**config.mk**
```make
export PLATFORM = sky130hd
export DESIGN_NAME = sliding_window_median_filter_flat
export DESIGN_NICKNAME = d
export VERILOG_FILES = /design/src/smf_pkg.sv /design/src/smf_in_if.sv /design/src/smf_out_if.sv /design/src/smf_cfg.sv /design/src/smf_cell.sv /design/src/sliding_window_median_filter.sv /design/src/flat_wrapper.sv
export SDC_FILE = /design/constraint.sdc
export NUM_CORES = 2
export LEC_CHECK = 0
export ABC_AREA = 1
export BUFFER_PORTS_ARGS = -buffer_cell sky130_fd_sc_hd__buf_2
export CAP_MARGIN = 5
export CORE_MARGIN = 8
export CORE_UTILIZATION = 30
export DETAILED_ROUTE_END_ITERATION = 7
export HOLD_SLACK_MARGIN = 0.05
export PLACE_DENSITY = 0.51
export SETUP_SLACK_MARGIN = 0.1
export SKIP_CTS_REPAIR_TIMING = 1
export SLEW_MARGIN = 0
export SYNTH_ARGS = -nofsm -noshare
export SYNTH_HDL_FRONTEND = slang
export SYNTH_SLANG_ARGS = --single-unit
export TNS_END_PERCENT = 1
```
**constraint.sdc**
```tcl
create_clock -name clk -period 18.65 [get_ports clk]
set_input_delay 2.7975 -clock clk [delete_from_list [all_inputs] [get_ports clk]]
set_output_delay 2.7975 -clock clk [all_outputs]
set_load 0.05 [all_outputs]
```
**src/smf_pkg.sv**
```systemverilog
package smf_pkg;

	// window geometry
	localparam int MAX_WINDOW = 16;
	localparam int DATA_W     = 32;
	localparam int CNT_W      = $clog2(MAX_WINDOW + 1);
	localparam int IDX_W      = (MAX_WINDOW > 1) ? $clog2(MAX_WINDOW) : 1;

	// register file
	localparam int LEN_W      = 5;
	localparam int LEN_RESET  = 5;
	localparam int ADDR_W     = 3;
	localparam int APB_DATA_W = 32;

	// register index, taken from paddr[2]
	localparam logic REG_WINDOW_LEN = 1'b0;

	typedef logic signed [DATA_W-1:0] sample_t;

	// what a cell shows its neighbours
	typedef struct packed {
		sample_t          value;
		logic [IDX_W-1:0] age;
		logic             gt;        // value above the incoming sample, or cell empty
		logic             del_seen;  // evicted cell at or left of this one
	} cell_link_t;

	// broadcast to every cell
	typedef struct packed {
		logic             en;
		logic             ins;
		logic             del;
		sample_t          x;
		logic [CNT_W-1:0] held;
	} cell_ctrl_t;

endpackage

```
**src/smf_in_if.sv**
```systemverilog
interface smf_in_if import smf_pkg::*; ();
	logic    valid;
	logic    ready;
	sample_t sample;

	modport source (output valid, output sample, input ready);
	modport sink (input valid, input sample, output ready);
endinterface

```
**src/smf_out_if.sv**
```systemverilog
interface smf_out_if import smf_pkg::*; ();
	logic             valid;
	logic             ready;
	sample_t          median;
	logic [CNT_W-1:0] fill_level;

	modport source (output valid, output median, output fill_level, input ready);
	modport sink (input valid, input median, input fill_level, output ready);
endinterface

```
**src/smf_cfg.sv**
```systemverilog
module smf_cfg import smf_pkg::*; (
	input  logic                  clk,
	input  logic                  arst_n,
	input  logic                  psel,
	input  logic                  penable,
	input  logic                  pwrite,
	input  logic [ADDR_W-1:0]     paddr,
	input  logic [APB_DATA_W-1:0] pwdata,
	output logic [APB_DATA_W-1:0] prdata,
	output logic                  pready,
	output logic [LEN_W-1:0]      window_len
);

	logic [LEN_W-1:0] window_len_q;
	logic             hit;

	assign pready     = 1'b1;
	assign hit        = (paddr[2] == REG_WINDOW_LEN);
	assign window_len = window_len_q;

	// register write on the access phase
	always_ff @(posedge clk or negedge arst_n) begin
		if (!arst_n) begin
			window_len_q <= LEN_W'(LEN_RESET);
		end else if (psel && penable && pwrite && pready && hit) begin
			window_len_q <= pwdata[LEN_W-1:0];
		end
	end

	// readback
	always_comb begin
		prdata = '0;
		if (hit) begin
			prdata = APB_DATA_W'(window_len_q);
		end
	end

endmodule

```
**src/smf_cell.sv**
```systemverilog
module smf_cell import smf_pkg::*; (
	input  logic             clk,
	input  logic [IDX_W-1:0] idx,
	input  cell_ctrl_t       ctrl,
	input  cell_link_t       left,
	input  cell_link_t       right,
	output cell_link_t       link
);

	sample_t          value_q;
	logic [IDX_W-1:0] age_q;

	logic             live;
	logic             gt_own;
	logic             d_own;
	logic             del_seen;

	// compacted view after eviction, at this slot and the one to the left
	sample_t          here_val;
	logic [IDX_W-1:0] here_age;
	logic             here_gt;
	sample_t          lft_val;
	logic [IDX_W-1:0] lft_age;
	logic             lft_gt;

	sample_t          nxt_val;
	logic [IDX_W-1:0] nxt_age;

	// local status
	always_comb begin
		live     = CNT_W'(idx) < ctrl.held;
		gt_own   = !live || (value_q > ctrl.x);
		d_own    = ctrl.del && live && (age_q == IDX_W'(ctrl.held - 1'b1));
		del_seen = left.del_seen || d_own;
	end

	assign link = '{value: value_q, age: age_q, gt: gt_own, del_seen: del_seen};

	// close the gap left by an evicted cell
	always_comb begin
		if (del_seen) begin
			here_val = right.value;
			here_age = right.age;
			here_gt  = right.gt;
		end else begin
			here_val = value_q;
			here_age = age_q;
			here_gt  = gt_own;
		end
		if (left.del_seen) begin
			lft_val = value_q;
			lft_age = age_q;
			lft_gt  = gt_own;
		end else begin
			lft_val = left.value;
			lft_age = left.age;
			lft_gt  = left.gt;
		end
	end

	// sorted insert: keep, take from the left, or take the new sample
	always_comb begin
		if (!ctrl.ins) begin
			nxt_val = here_val;
			nxt_age = here_age;
		end else if (!here_gt) begin
			nxt_val = here_val;
			nxt_age = here_age + 1'b1;
		end else if (lft_gt) begin
			nxt_val = lft_val;
			nxt_age = lft_age + 1'b1;
		end else begin
			nxt_val = ctrl.x;
			nxt_age = '0;
		end
	end

	always_ff @(posedge clk) begin
		if (ctrl.en) begin
			value_q <= nxt_val;
			age_q   <= nxt_age;
		end
	end

endmodule

```
**src/sliding_window_median_filter.sv**
```systemverilog
// Sliding window median filter.
// samples (sink) takes one Q16.16 sample per word; results (source) returns
// one word per sample: the upper median of the samples now held and the
// fill level, 1 up to the window length.
// The samples are kept sorted in a row of MAX_WINDOW cells, each with the
// age of its sample. An accepted sample evicts the oldest one (once the
// window is full) and is inserted in order in the same cycle; every cell
// picks from itself, a neighbour or the new sample. Throughput: one sample
// per cycle unless results stalls or a shrink drains, set by the single
// insert step of the cell row. window_len is written over APB at address
// 0; the user must write it only while the block is idle, which the block
// does not enforce. A shrink below the fill level evicts the oldest samples
// one per cycle while no result is pending, before a new sample is taken.
// Reset clears the fill level, the result register and sets window_len to 5.
// When results is stalled, one result waits in the output register and one
// more is held in the cell row; samples.ready then drops until it drains.
module sliding_window_median_filter import smf_pkg::*; (
	input  logic                  clk,
	input  logic                  arst_n,
	smf_in_if.sink                samples,
	smf_out_if.source             results,
	input  logic                  psel,
	input  logic                  penable,
	input  logic                  pwrite,
	input  logic [ADDR_W-1:0]     paddr,
	input  logic [APB_DATA_W-1:0] pwdata,
	output logic [APB_DATA_W-1:0] prdata,
	output logic                  pready
);

	localparam cell_link_t LEFT_EDGE  = '{value: '0, age: '0, gt: 1'b0, del_seen: 1'b0};
	localparam cell_link_t RIGHT_EDGE = '{value: '0, age: '0, gt: 1'b1, del_seen: 1'b0};

	logic [LEN_W-1:0] window_len;
	logic [CNT_W-1:0] len_eff;
	logic [CNT_W-1:0] held_q;
	logic             pend_q;
	logic             out_valid_q;
	sample_t          median_q;
	logic [CNT_W-1:0] fill_q;

	logic             shrink;
	logic             can_load;
	logic             load;
	logic             accept;
	logic             evict;
	cell_ctrl_t       ctrl;
	cell_link_t       link [MAX_WINDOW];

	smf_cfg u_cfg (
		.clk        (clk),
		.arst_n     (arst_n),
		.psel       (psel),
		.penable    (penable),
		.pwrite     (pwrite),
		.paddr      (paddr),
		.pwdata     (pwdata),
		.prdata     (prdata),
		.pready     (pready),
		.window_len (window_len)
	);

	// clamp the window length into 1..MAX_WINDOW
	always_comb begin
		if (window_len == '0) begin
			len_eff = CNT_W'(1);
		end else if (32'(window_len) > MAX_WINDOW) begin
			len_eff = CNT_W'(MAX_WINDOW);
		end else begin
			len_eff = CNT_W'(window_len);
		end
	end

	// handshake and cell row control
	always_comb begin
		shrink        = held_q > len_eff;
		can_load      = !out_valid_q || results.ready;
		load          = pend_q && can_load;
		samples.ready = !shrink && (!pend_q || can_load);
		accept        = samples.valid && samples.ready;
		evict         = shrink && !pend_q;
		ctrl.en       = accept || evict;
		ctrl.ins      = accept;
		ctrl.del      = accept ? (held_q >= len_eff) : evict;
		ctrl.x        = samples.sample;
		ctrl.held     = held_q;
	end

	// cell row
	for (genvar i = 0; i < MAX_WINDOW; i++) begin : g_cell
		cell_link_t lnk_l;
		cell_link_t lnk_r;
		if (i == 0) begin : g_l_edge
			assign lnk_l = LEFT_EDGE;
		end else begin : g_l_mid
			assign lnk_l = link[i-1];
		end
		if (i == MAX_WINDOW - 1) begin : g_r_edge
			assign lnk_r = RIGHT_EDGE;
		end else begin : g_r_mid
			assign lnk_r = link[i+1];
		end
		smf_cell u_cell (
			.clk   (clk),
			.idx   (IDX_W'(i)),
			.ctrl  (ctrl),
			.left  (lnk_l),
			.right (lnk_r),
			.link  (link[i])
		);
	end

	// fill level and pending result
	always_ff @(posedge clk or negedge arst_n) begin
		if (!arst_n) begin
			held_q <= '0;
			pend_q <= 1'b0;
		end else begin
			if (accept) begin
				held_q <= ctrl.del ? held_q : held_q + 1'b1;
			end else if (evict) begin
				held_q <= held_q - 1'b1;
			end
			if (accept) begin
				pend_q <= 1'b1;
			end else if (load) begin
				pend_q <= 1'b0;
			end
		end
	end

	// output register
	always_ff @(posedge clk or negedge arst_n) begin
		if (!arst_n) begin
			out_valid_q <= 1'b0;
		end else if (load) begin
			out_valid_q <= 1'b1;
		end else if (results.ready) begin
			out_valid_q <= 1'b0;
		end
	end

	always_ff @(posedge clk) begin
		if (load) begin
			median_q <= link[IDX_W'(held_q >> 1)].value;
			fill_q   <= held_q;
		end
	end

	assign results.valid      = out_valid_q;
	assign results.median     = median_q;
	assign results.fill_level = fill_q;

	// no sample taken while a shrink is still draining
	a_no_accept_on_shrink: assert property (@(posedge clk) disable iff (!arst_n)
		accept |-> (held_q <= len_eff))
		else $error("sample accepted above window length");

	// fill level stays within the cell row
	a_held_bound: assert property (@(posedge clk) disable iff (!arst_n)
		32'(held_q) <= MAX_WINDOW)
		else $error("fill level beyond cell count");

	// an accepted sample leaves a pending result
	a_accept_pend: assert property (@(posedge clk) disable iff (!arst_n)
		accept |=> pend_q)
		else $error("accepted sample lost");

	// a result never reports an empty window
	a_fill_nonzero: assert property (@(posedge clk) disable iff (!arst_n)
		results.valid |-> (results.fill_level != '0))
		else $error("result with empty window");

endmodule
```
**src/flat_wrapper.sv**
```systemverilog
// flat-port wrapper written by rule: the top's interface ports become plain ports
module sliding_window_median_filter_flat import smf_pkg::*;
  (clk, arst_n, psel, penable, pwrite, paddr, pwdata, prdata, pready, samples_valid, samples_sample, samples_ready, results_valid, results_median, results_fill_level, results_ready);
  smf_in_if samples_i ();
  smf_out_if results_i ();
  input  logic clk;
  input  logic arst_n;
  input  logic psel;
  input  logic penable;
  input  logic pwrite;
  input  logic [ADDR_W-1:0] paddr;
  input  logic [APB_DATA_W-1:0] pwdata;
  output logic [APB_DATA_W-1:0] prdata;
  output logic pready;
  input wire logic [$bits(samples_i.valid)-1:0] samples_valid;
  input wire logic [$bits(samples_i.sample)-1:0] samples_sample;
  output wire logic [$bits(samples_i.ready)-1:0] samples_ready;
  output wire logic [$bits(results_i.valid)-1:0] results_valid;
  output wire logic [$bits(results_i.median)-1:0] results_median;
  output wire logic [$bits(results_i.fill_level)-1:0] results_fill_level;
  input wire logic [$bits(results_i.ready)-1:0] results_ready;
  assign samples_i.valid = samples_valid;
  assign samples_i.sample = samples_sample;
  assign samples_ready = samples_i.ready;
  assign results_valid = results_i.valid;
  assign results_median = results_i.median;
  assign results_fill_level = results_i.fill_level;
  assign results_i.ready = results_ready;
  sliding_window_median_filter u_core (.clk(clk), .arst_n(arst_n), .samples(samples_i), .results(results_i), .psel(psel), .penable(penable), .pwrite(pwrite), .paddr(paddr), .pwdata(pwdata), .prdata(prdata), .pready(pready));
endmodule
```
# --- Word-level counts from Yosys, hierarchy flattened ---
# Cells that the tools add are included.
word_totals:
  ff_bits: 625
  input_bits: 74
classes:
  addsub: 18
  magnitude_cmp: 36
  eq_ne: 17
  mux: 156
  bitwise: 2
  reduce_logical: 97
ops:
  columns: ["operator", "count"]
  rows:
  - ["two-way mux 32 bit", 63]
  - ["greater-than comparator 32 bit", 16]
  - ["two-way mux 4 bit", 63]
  - ["binary-select mux 38 bit (select 4 bit)", 1]
  - ["two-way mux 38 bit", 2]
  - ["adder 4 x 1 -> 4 bit, second input constant", 16]
  - ["equality test 4 bit", 16]
  - ["less-than comparator 4 x 5 -> 1 bit, first input constant", 8]
  - ["logical AND 1 bit", 39]
  - ["logical OR 1 bit", 34]
  - ["two-way mux 5 bit", 6]
  - ["two-way mux 1 bit", 21]
  - ["less-than comparator 3 x 5 -> 1 bit, first input constant", 4]
  - ["zero test 1 bit", 19]
  - ["less-than comparator 1 x 5 -> 1 bit, first input constant", 2]
  - ["less-than comparator 2 x 5 -> 1 bit, first input constant", 2]
  - ["nonzero test 2 bit", 3]
  - ["adder 5 x 1 -> 5 bit, second input constant", 1]
  - ["greater-or-equal comparator 5 bit", 1]
  - ["greater-or-equal comparator 5 bit, second input constant", 1]
  - ["greater-than comparator 5 bit", 1]
  - ["greater-than comparator 5 bit, second input constant", 1]
  - ["zero test 5 bit", 1]
  - ["NOT 4 -> 5 bit", 1]
  - ["4 further kinds", 4]

# --- Logic depth before layout (Yosys ltp) ---
depth:
  ltp_word: 29
  mapped_depth: 28
  mapped_depth_nobuf: 27

# --- Cells and area by module ---
# A second synthesis with hierarchy kept.
hier_totals:
  cells_unflattened: 10176
  hier_area_um2: 67494.7
modules_own_cells:
  columns: ["mod", "n_inst", "cells_per_inst", "area_each_um2", "seq_area_each_um2"]
  rows:
  - ["smf_cell at u_core.g_cell[0].u_cell ...", 12, 575, 3818.7, 1081.0]
  - ["smf_cell at u_core.g_cell[8].u_cell ...", 2, 585, 3763.6, 1081.0]
  - ["sliding_window_median_filter", 1, 896, 6211.0, 1286.2]
  - ["smf_cell at u_core.g_cell[7].u_cell", 1, 572, 3774.9, 1081.0]
  - ["smf_cell at u_core.g_cell[12].u_cell", 1, 573, 3678.5, 1081.0]
  - ["smf_cfg", 1, 65, 479.2, 127.6]

# --- Least setup slack after synthesis ---
# Ideal clock, no wire load.
synth_timing:
  path_kind: "input-to-reg"
  from: "input results_ready"
  to: "register u_core.g_cell[9].u_cell.value_q[0] (data pin)"
  setup_ps: 259
  arrival_ps: 13074
  setup_slack_ps: 5318
  cell_stages: 16
  cell_sequence: "inv_1 nand3_1 nand2_1 inv_2 nand2_4 nand2_2 nand2_2 inv_2 nand2_2 nand4_4 clkbuf_1 clkbuf_1 clkbuf_1 o21ai_0 o211ai_1 nand2_1"
synth_via:
  elab_chain_len: 19
  word_cells_on_any_way: 41
  cone_classes: "mux: 8; reduce/logical: 33"
synth_rtl:
  columns: ["item", "line_no", "text"]
  rows:
  - ["start: declaration", "flat_wrapper.sv:21", "input wire logic [$bits(results_i.ready)-1:0] results_ready;"]
  - ["logical OR 1 bit *", "sliding_window_median_filter.sv:77", "can_load = !out_valid_q || results.ready;"]
  - ["logical OR 1 bit *", "sliding_window_median_filter.sv:79", "samples.ready = !shrink && (!pend_q || can_load);"]
  - ["logical AND 1 bit *", "sliding_window_median_filter.sv:79", null]
  - ["net samples_ready", "flat_wrapper.sv:17", "output wire logic [$bits(samples_i.ready)-1:0] samples_ready;"]
  - ["logical AND 1 bit *", "sliding_window_median_filter.sv:80", "accept = samples.valid && samples.ready;"]
  - ["two-way mux 1 bit", "sliding_window_median_filter.sv:84", "ctrl.del = accept ? (held_q >= len_eff) : evict;"]
  - ["logical AND 1 bit (2 in series)", "smf_cell.sv:33", "d_own = ctrl.del && live && (age_q == IDX_W'(ctrl.held - 1'b1));"]
  - ["logical OR 1 bit (8 in series)", "smf_cell.sv:34", "del_seen = left.del_seen || d_own;"]
  - ["two-way mux 32 bit, or another cell as far along", null, null]
  - ["two-way mux 32 bit, or another cell as far along", "smf_cell.sv:69", "end else if (lft_gt) begin"]
  - ["two-way mux 32 bit", "smf_cell.sv:66", "end else if (!here_gt) begin"]
  - ["two-way mux 32 bit *", "smf_cell.sv:63", "if (!ctrl.ins) begin"]
  - ["net u_core.g_cell[9].u_cell.nxt_val[0]", "smf_cell.sv:26", "sample_t nxt_val;"]
  - ["end signal: assignment", "smf_cell.sv:80", "value_q <= nxt_val;"]
  - ["end: declaration", "smf_cell.sv:10", "sample_t value_q;"]
# Mark *: on every way through the listed nets, which the timed path passes. The rest lies on a longest branch.
# A chain may end at the register's enable or synchronous reset.

# --- Worst setup path in the final report ---
layout_timing:
  from: "input results_ready"
  to: "register u_core.g_cell[13].u_cell.value_q[10] (data pin)"
layout_via:
  elab_chain_len: 23
  word_cells_on_any_way: 53
  cone_classes: "mux: 8; reduce/logical: 45"
layout_rtl:
  columns: ["item", "line_no"]
  rows:
  - ["logical OR 1 bit *", "sliding_window_median_filter.sv:77"]
  - ["logical OR 1 bit *", "sliding_window_median_filter.sv:79"]
  - ["logical AND 1 bit *", "sliding_window_median_filter.sv:79"]
  - ["logical AND 1 bit *", "sliding_window_median_filter.sv:80"]
  - ["two-way mux 1 bit", "sliding_window_median_filter.sv:84"]
  - ["logical AND 1 bit (2 in series)", "smf_cell.sv:33"]
  - ["logical OR 1 bit (12 in series)", "smf_cell.sv:34"]
  - ["two-way mux 32 bit, or another cell as far along", null]
  - ["two-way mux 32 bit, or another cell as far along", "smf_cell.sv:69"]
  - ["two-way mux 32 bit", "smf_cell.sv:66"]
  - ["two-way mux 32 bit *", "smf_cell.sv:63"]
  - ["net u_core.g_cell[13].u_cell.nxt_val[10]", "smf_cell.sv:26"]
  - ["end signal: assignment", "smf_cell.sv:80"]
  - ["end: declaration", "smf_cell.sv:10"]
# Marked as above.

==> impl_metrics.prom <==
# TYPE chip_impl_metric gauge
chip_impl_info{name="status",value="finished clean"} 1
chip_impl_metric{name="critical_path.max_fanout",unit=""} 78
chip_impl_metric{name="numCtsBuffers",unit=""} 83
chip_impl_info{name="min-delay-path-class",value="reg -> reg"} 1
chip_impl_metric{name="drt_iter0_markers",unit=""} 4270
chip_impl_info{name="critPathKind",value="in -> reg"} 1
chip_impl_info{name="mostFrequentLayoutCells",value="sky130_fd_sc_hd__nand2_1 (1,846), sky130_fd_sc_hd__o21ai_0 (1,106), sky130_fd_sc_hd__edfxtp_1 (613)"} 1
chip_impl_metric{name="htreeDepth",unit=""} 3
chip_impl_info{name="clock-root-buffer",value="sky130_fd_sc_hd__clkbuf_16"} 1
chip_impl_metric{name="via_count_of_the_first_global_routing_pass",unit=""} 51400
chip_impl_metric{name="max-slew-margin-rel",unit="%"} 22.7
chip_impl_metric{name="cts_buffer_depth",unit=""} 3
chip_impl_metric{name="dieArea",unit="sq um"} 194000
chip_impl_metric{name="met1_usage",unit="%"} 28.4
chip_impl_metric{name="die_width",unit="microns"} 440
chip_impl_metric{name="die-height",unit="microns"} 440
chip_impl_metric{name="max_freq",unit="MHz"} 115
chip_impl_info{name="timing.critical_path.from_type",value="primary input"} 1
chip_impl_info{name="grt-busiest-layer",value="met2"} 1
chip_impl_metric{name="timing.max_cap.violations",unit=""} 0
chip_impl_metric{name="drt-wirelength-per-cell",unit="microns"} 22.9
chip_impl_metric{name="nNetsFinal",unit=""} 7485
chip_impl_metric{name="r2r_setup_slack",unit="ns"} 10.86
chip_impl_metric{name="final_min_period_over_clock_period",unit="%"} 46.6
chip_impl_metric{name="clock_skew",unit="ns"} 0.0345
chip_impl_metric{name="final.setup.tns",unit="ns"} 0
chip_impl_metric{name="async_reset_ff_share",unit="%"} 1.92
chip_impl_info{name="critical_path.endpoint_type",value="register"} 1
chip_impl_metric{name="placed_area",unit="sq um"} 56800
chip_impl_metric{name="cts.reportedPaths.clkPinSlew",unit="ns"} 0.06
chip_impl_metric{name="global_route.usage.met2",unit="%"} 35.1
chip_impl_metric{name="clkSinkCount",unit=""} 625
chip_impl_metric{name="pin_count_of_the_biggest_net_entering_global_routing",unit=""} 141
chip_impl_info{name="most_common_cell_after_layout_fill_and_taps_aside",value="sky130_fd_sc_hd__nand2_1"} 1
chip_impl_metric{name="fin_crit",unit="ns"} 8.69
chip_impl_metric{name="grt_overflow_total",unit=""} 0
chip_impl_metric{name="pin_slew_with_the_least_headroom_to_its_limit",unit="ns"} 1.16
chip_impl_metric{name="grt.total_usage",unit="%"} 21.1
chip_impl_metric{name="antenna_found_initial",unit=""} 14
chip_impl_metric{name="post_synth_inst_count",unit=""} 6997
chip_impl_metric{name="critPathArrivalTime",unit="ns"} 9.07
chip_impl_metric{name="via_count_of_the_routed_design",unit=""} 52400
chip_impl_metric{name="setup_viol",unit=""} 0
chip_impl_metric{name="port-buffer-count",unit=""} 88
chip_impl_metric{name="clk-insertion-delay-late",unit="ns"} 0.70
chip_impl_metric{name="post_detailed_routing_wire_length",unit="microns"} 213000
chip_impl_metric{name="place_congestion",unit=""} 0.895
chip_impl_metric{name="fin_area",unit="sq um"} 59400
chip_impl_metric{name="finalHoldViolCount",unit=""} 0
chip_impl_metric{name="netlist-cell-type-count",unit=""} 64
chip_impl_metric{name="fraction_of_met3_tracks_used_by_global_routing",unit="%"} 1.94
chip_impl_metric{name="core-area",unit="sq um"} 179000
chip_impl_metric{name="drt-vias-per-instance",unit=""} 5.64
chip_impl_metric{name="initial_core_util",unit="%"} 30.2
chip_impl_metric{name="final_antenna_net_count",unit=""} 0
chip_impl_metric{name="number_of_synthesized_flops_with_an_enable_pin",unit=""} 613
chip_impl_metric{name="synthesis.area",unit="sq um"} 54000
chip_impl_info{name="setup_repair_after_global_routing_missed_its_margin",value="false"} 1
chip_impl_metric{name="fraction_of_layout_cells_with_a_size_suffix_above_1",unit="%"} 7.19
chip_impl_metric{name="synth.avg_cell_area",unit="sq um"} 7.71
chip_impl_metric{name="boundaryPins",unit=""} 146
chip_impl_metric{name="remaining_drc_errors",unit=""} 0
chip_impl_metric{name="ys_warn_count",unit=""} 0
chip_impl_metric{name="grt_first_pass_wirelength",unit="microns"} 318000
chip_impl_metric{name="drv_slew",unit=""} 0
chip_impl_metric{name="cp.required",unit="ns"} 19.03
chip_impl_metric{name="area.growth.synth_to_final",unit="%"} 10.1
chip_impl_metric{name="post-dp-hpwl",unit="microns"} 158000
chip_impl_info{name="ys_dominant_reg_cell",value="sky130_fd_sc_hd__edfxtp_1"} 1
chip_impl_metric{name="num_rows",unit=""} 155
chip_impl_metric{name="synth-seq-cells",unit=""} 625
chip_impl_metric{name="drtPass1Iterations",unit=""} 6
chip_impl_info{name="cts_tree",value="built"} 1
chip_impl_metric{name="seq_area_frac_synth",unit="%"} 34.7
-- registers in the layout (all words and copies together), names as in the netlist --
| register | count |
|---|---|
| u_core.results.fill_level | 5 |
| u_core.g_cell.u_cell.value_q | 512 |
| u_core.results.valid | 1 |
| u_core.u_cfg.window_len | 5 |
| u_core.held_q | 5 |
| u_core.pend_q | 1 |
| u_core.results.median | 32 |
| u_core.g_cell.u_cell.age_q | 64 |
-- worst paths after layout --
check	startpoint	to	cells after the start
worst min register to register	u_core.u_cfg.window_len[2]$_DFFE_PN1P_	u_core.u_cfg.window_len[2]$_DFFE_PN1P_	2
min in group asynchronous	arst_n	u_core.held_q[3]$_DFFE_PN0P_	1
worst max register to register	u_core.held_q[3]$_DFFE_PN0P_	u_core.g_cell[13].u_cell.value_q[10]$_DFFE_PP_	27
worst min-delay path	u_core.u_cfg.window_len[2]$_DFFE_PN1P_	u_core.u_cfg.window_len[2]$_DFFE_PN1P_	2
max in group asynchronous	arst_n	u_core.u_cfg.window_len[0]$_DFFE_PN1P_	1
worst max-delay path	results_ready	u_core.g_cell[13].u_cell.value_q[10]$_DFFE_PP_	23
-- synth_stat cells, drive strengths merged (15+ instances only) --
library cell | n | area [sq um]
a21oi | 399 | 2000
xnor2 | 17 | 149
clkinv | 15 | 56.3
nor4 | 24 | 150
a22oi | 106 | 796
o2111ai | 31 | 272
inv | 533 | 2000
nor2 | 222 | 913
o311ai | 18 | 158
o211ai | 343 | 2670
nor3 | 29 | 145
a211oi | 23 | 173
clkbuf | 337 | 1260
nand2 | 1873 | 7080
o21ai | 1142 | 5730
edfxtp | 613 | 18400
xor2 | 46 | 403
nand3 | 165 | 826
o31ai | 29 | 353
mux2i | 40 | 400
buf | 134 | 785
ha | 534 | 6680
o22ai | 82 | 513
o21a | 26 | 195
o221ai | 25 | 219
a31oi | 30 | 188
nand4 | 72 | 510
-- cell families after synthesis --
family                     count (synthesis)  share of synthesized area [%]
AOI/OAI and AO/OA                       2305                           25.4
xor gates and xnor gates                  63                           1.02
adders and majority gates                534                           12.4
buffers and inverters                   1019                           7.62
DFF                                      625                           34.7
muxes                                     40                          0.742
other                                      2                         0.0139
and+or+nand+nor                         2409                           18.1
-- critical path, stage by stage --
cell and delay [ns]:
sky130_fd_sc_hd__buf_2 0.08, sky130_fd_sc_hd__inv_1 0.07, sky130_fd_sc_hd__nand3_1 0.12, sky130_fd_sc_hd__nand2_1 0.08, sky130_fd_sc_hd__inv_2 0.10, sky130_fd_sc_hd__nand2_8 0.18, sky130_fd_sc_hd__nand2_8 0.51, sky130_fd_sc_hd__nand2_2 0.46
sky130_fd_sc_hd__inv_2 0.39, sky130_fd_sc_hd__nand2_2 0.37, sky130_fd_sc_hd__nand4_4 0.21, sky130_fd_sc_hd__buf_4 0.58, sky130_fd_sc_hd__nor2_4 0.08, sky130_fd_sc_hd__nand4_4 0.09, sky130_fd_sc_hd__buf_4 0.58, sky130_fd_sc_hd__nor2_4 0.02
sky130_fd_sc_hd__buf_4 0.28, sky130_fd_sc_hd__nand2_1 0.16, sky130_fd_sc_hd__nand2_4 0.16, sky130_fd_sc_hd__inv_4 0.32, sky130_fd_sc_hd__nor2_8 0.11, sky130_fd_sc_hd__inv_2 0.79, sky130_fd_sc_hd__o21ai_0 0.25
-- final cells by class --
type | count | area (sq um)
fillers | 19000 | 119000
clock inverters | 43 | 368
inverters | 548 | 2060
flip-flops and latches | 625 | 18700
multi-input cells | 5379 | 31400
clock buffers | 106 | 2260
diodes | 5 | 12.5
well taps | 2355 | 2950
repair buffers | 240 | 1600
-- layer usage --
metal | vias to the layer above | part of all wire, %
li1 | 24700 | -
met1 | 25700 | 44
met2 | 1718 | 46
met3 | 335 | 5.5
met4 | 2 | 3.9
met5 | - | 0.0056
-- through the flow --
stage / std cells / hold slack, ns / worst slack, ns / util [%]
2_1_floorplan: 7023 / 0.448 / 5.32 / -
3_3_place_gp: 9146 / 0.511 / 9.35 / 31.8
3_5_place_dp: 9147 / 0.520 / 9.31 / 31.8
4_1_cts: 9296 / 0.531 / 10.04 / 33.3
5_1_grt: 9296 / 0.564 / 9.59 / 33.3
6_report: 9301 / 0.526 / 9.96 / 33.3
Power is left out: the tool's default activity adds up to more than one toggle a clock period on the data nets, which glitch-free logic cannot reach.
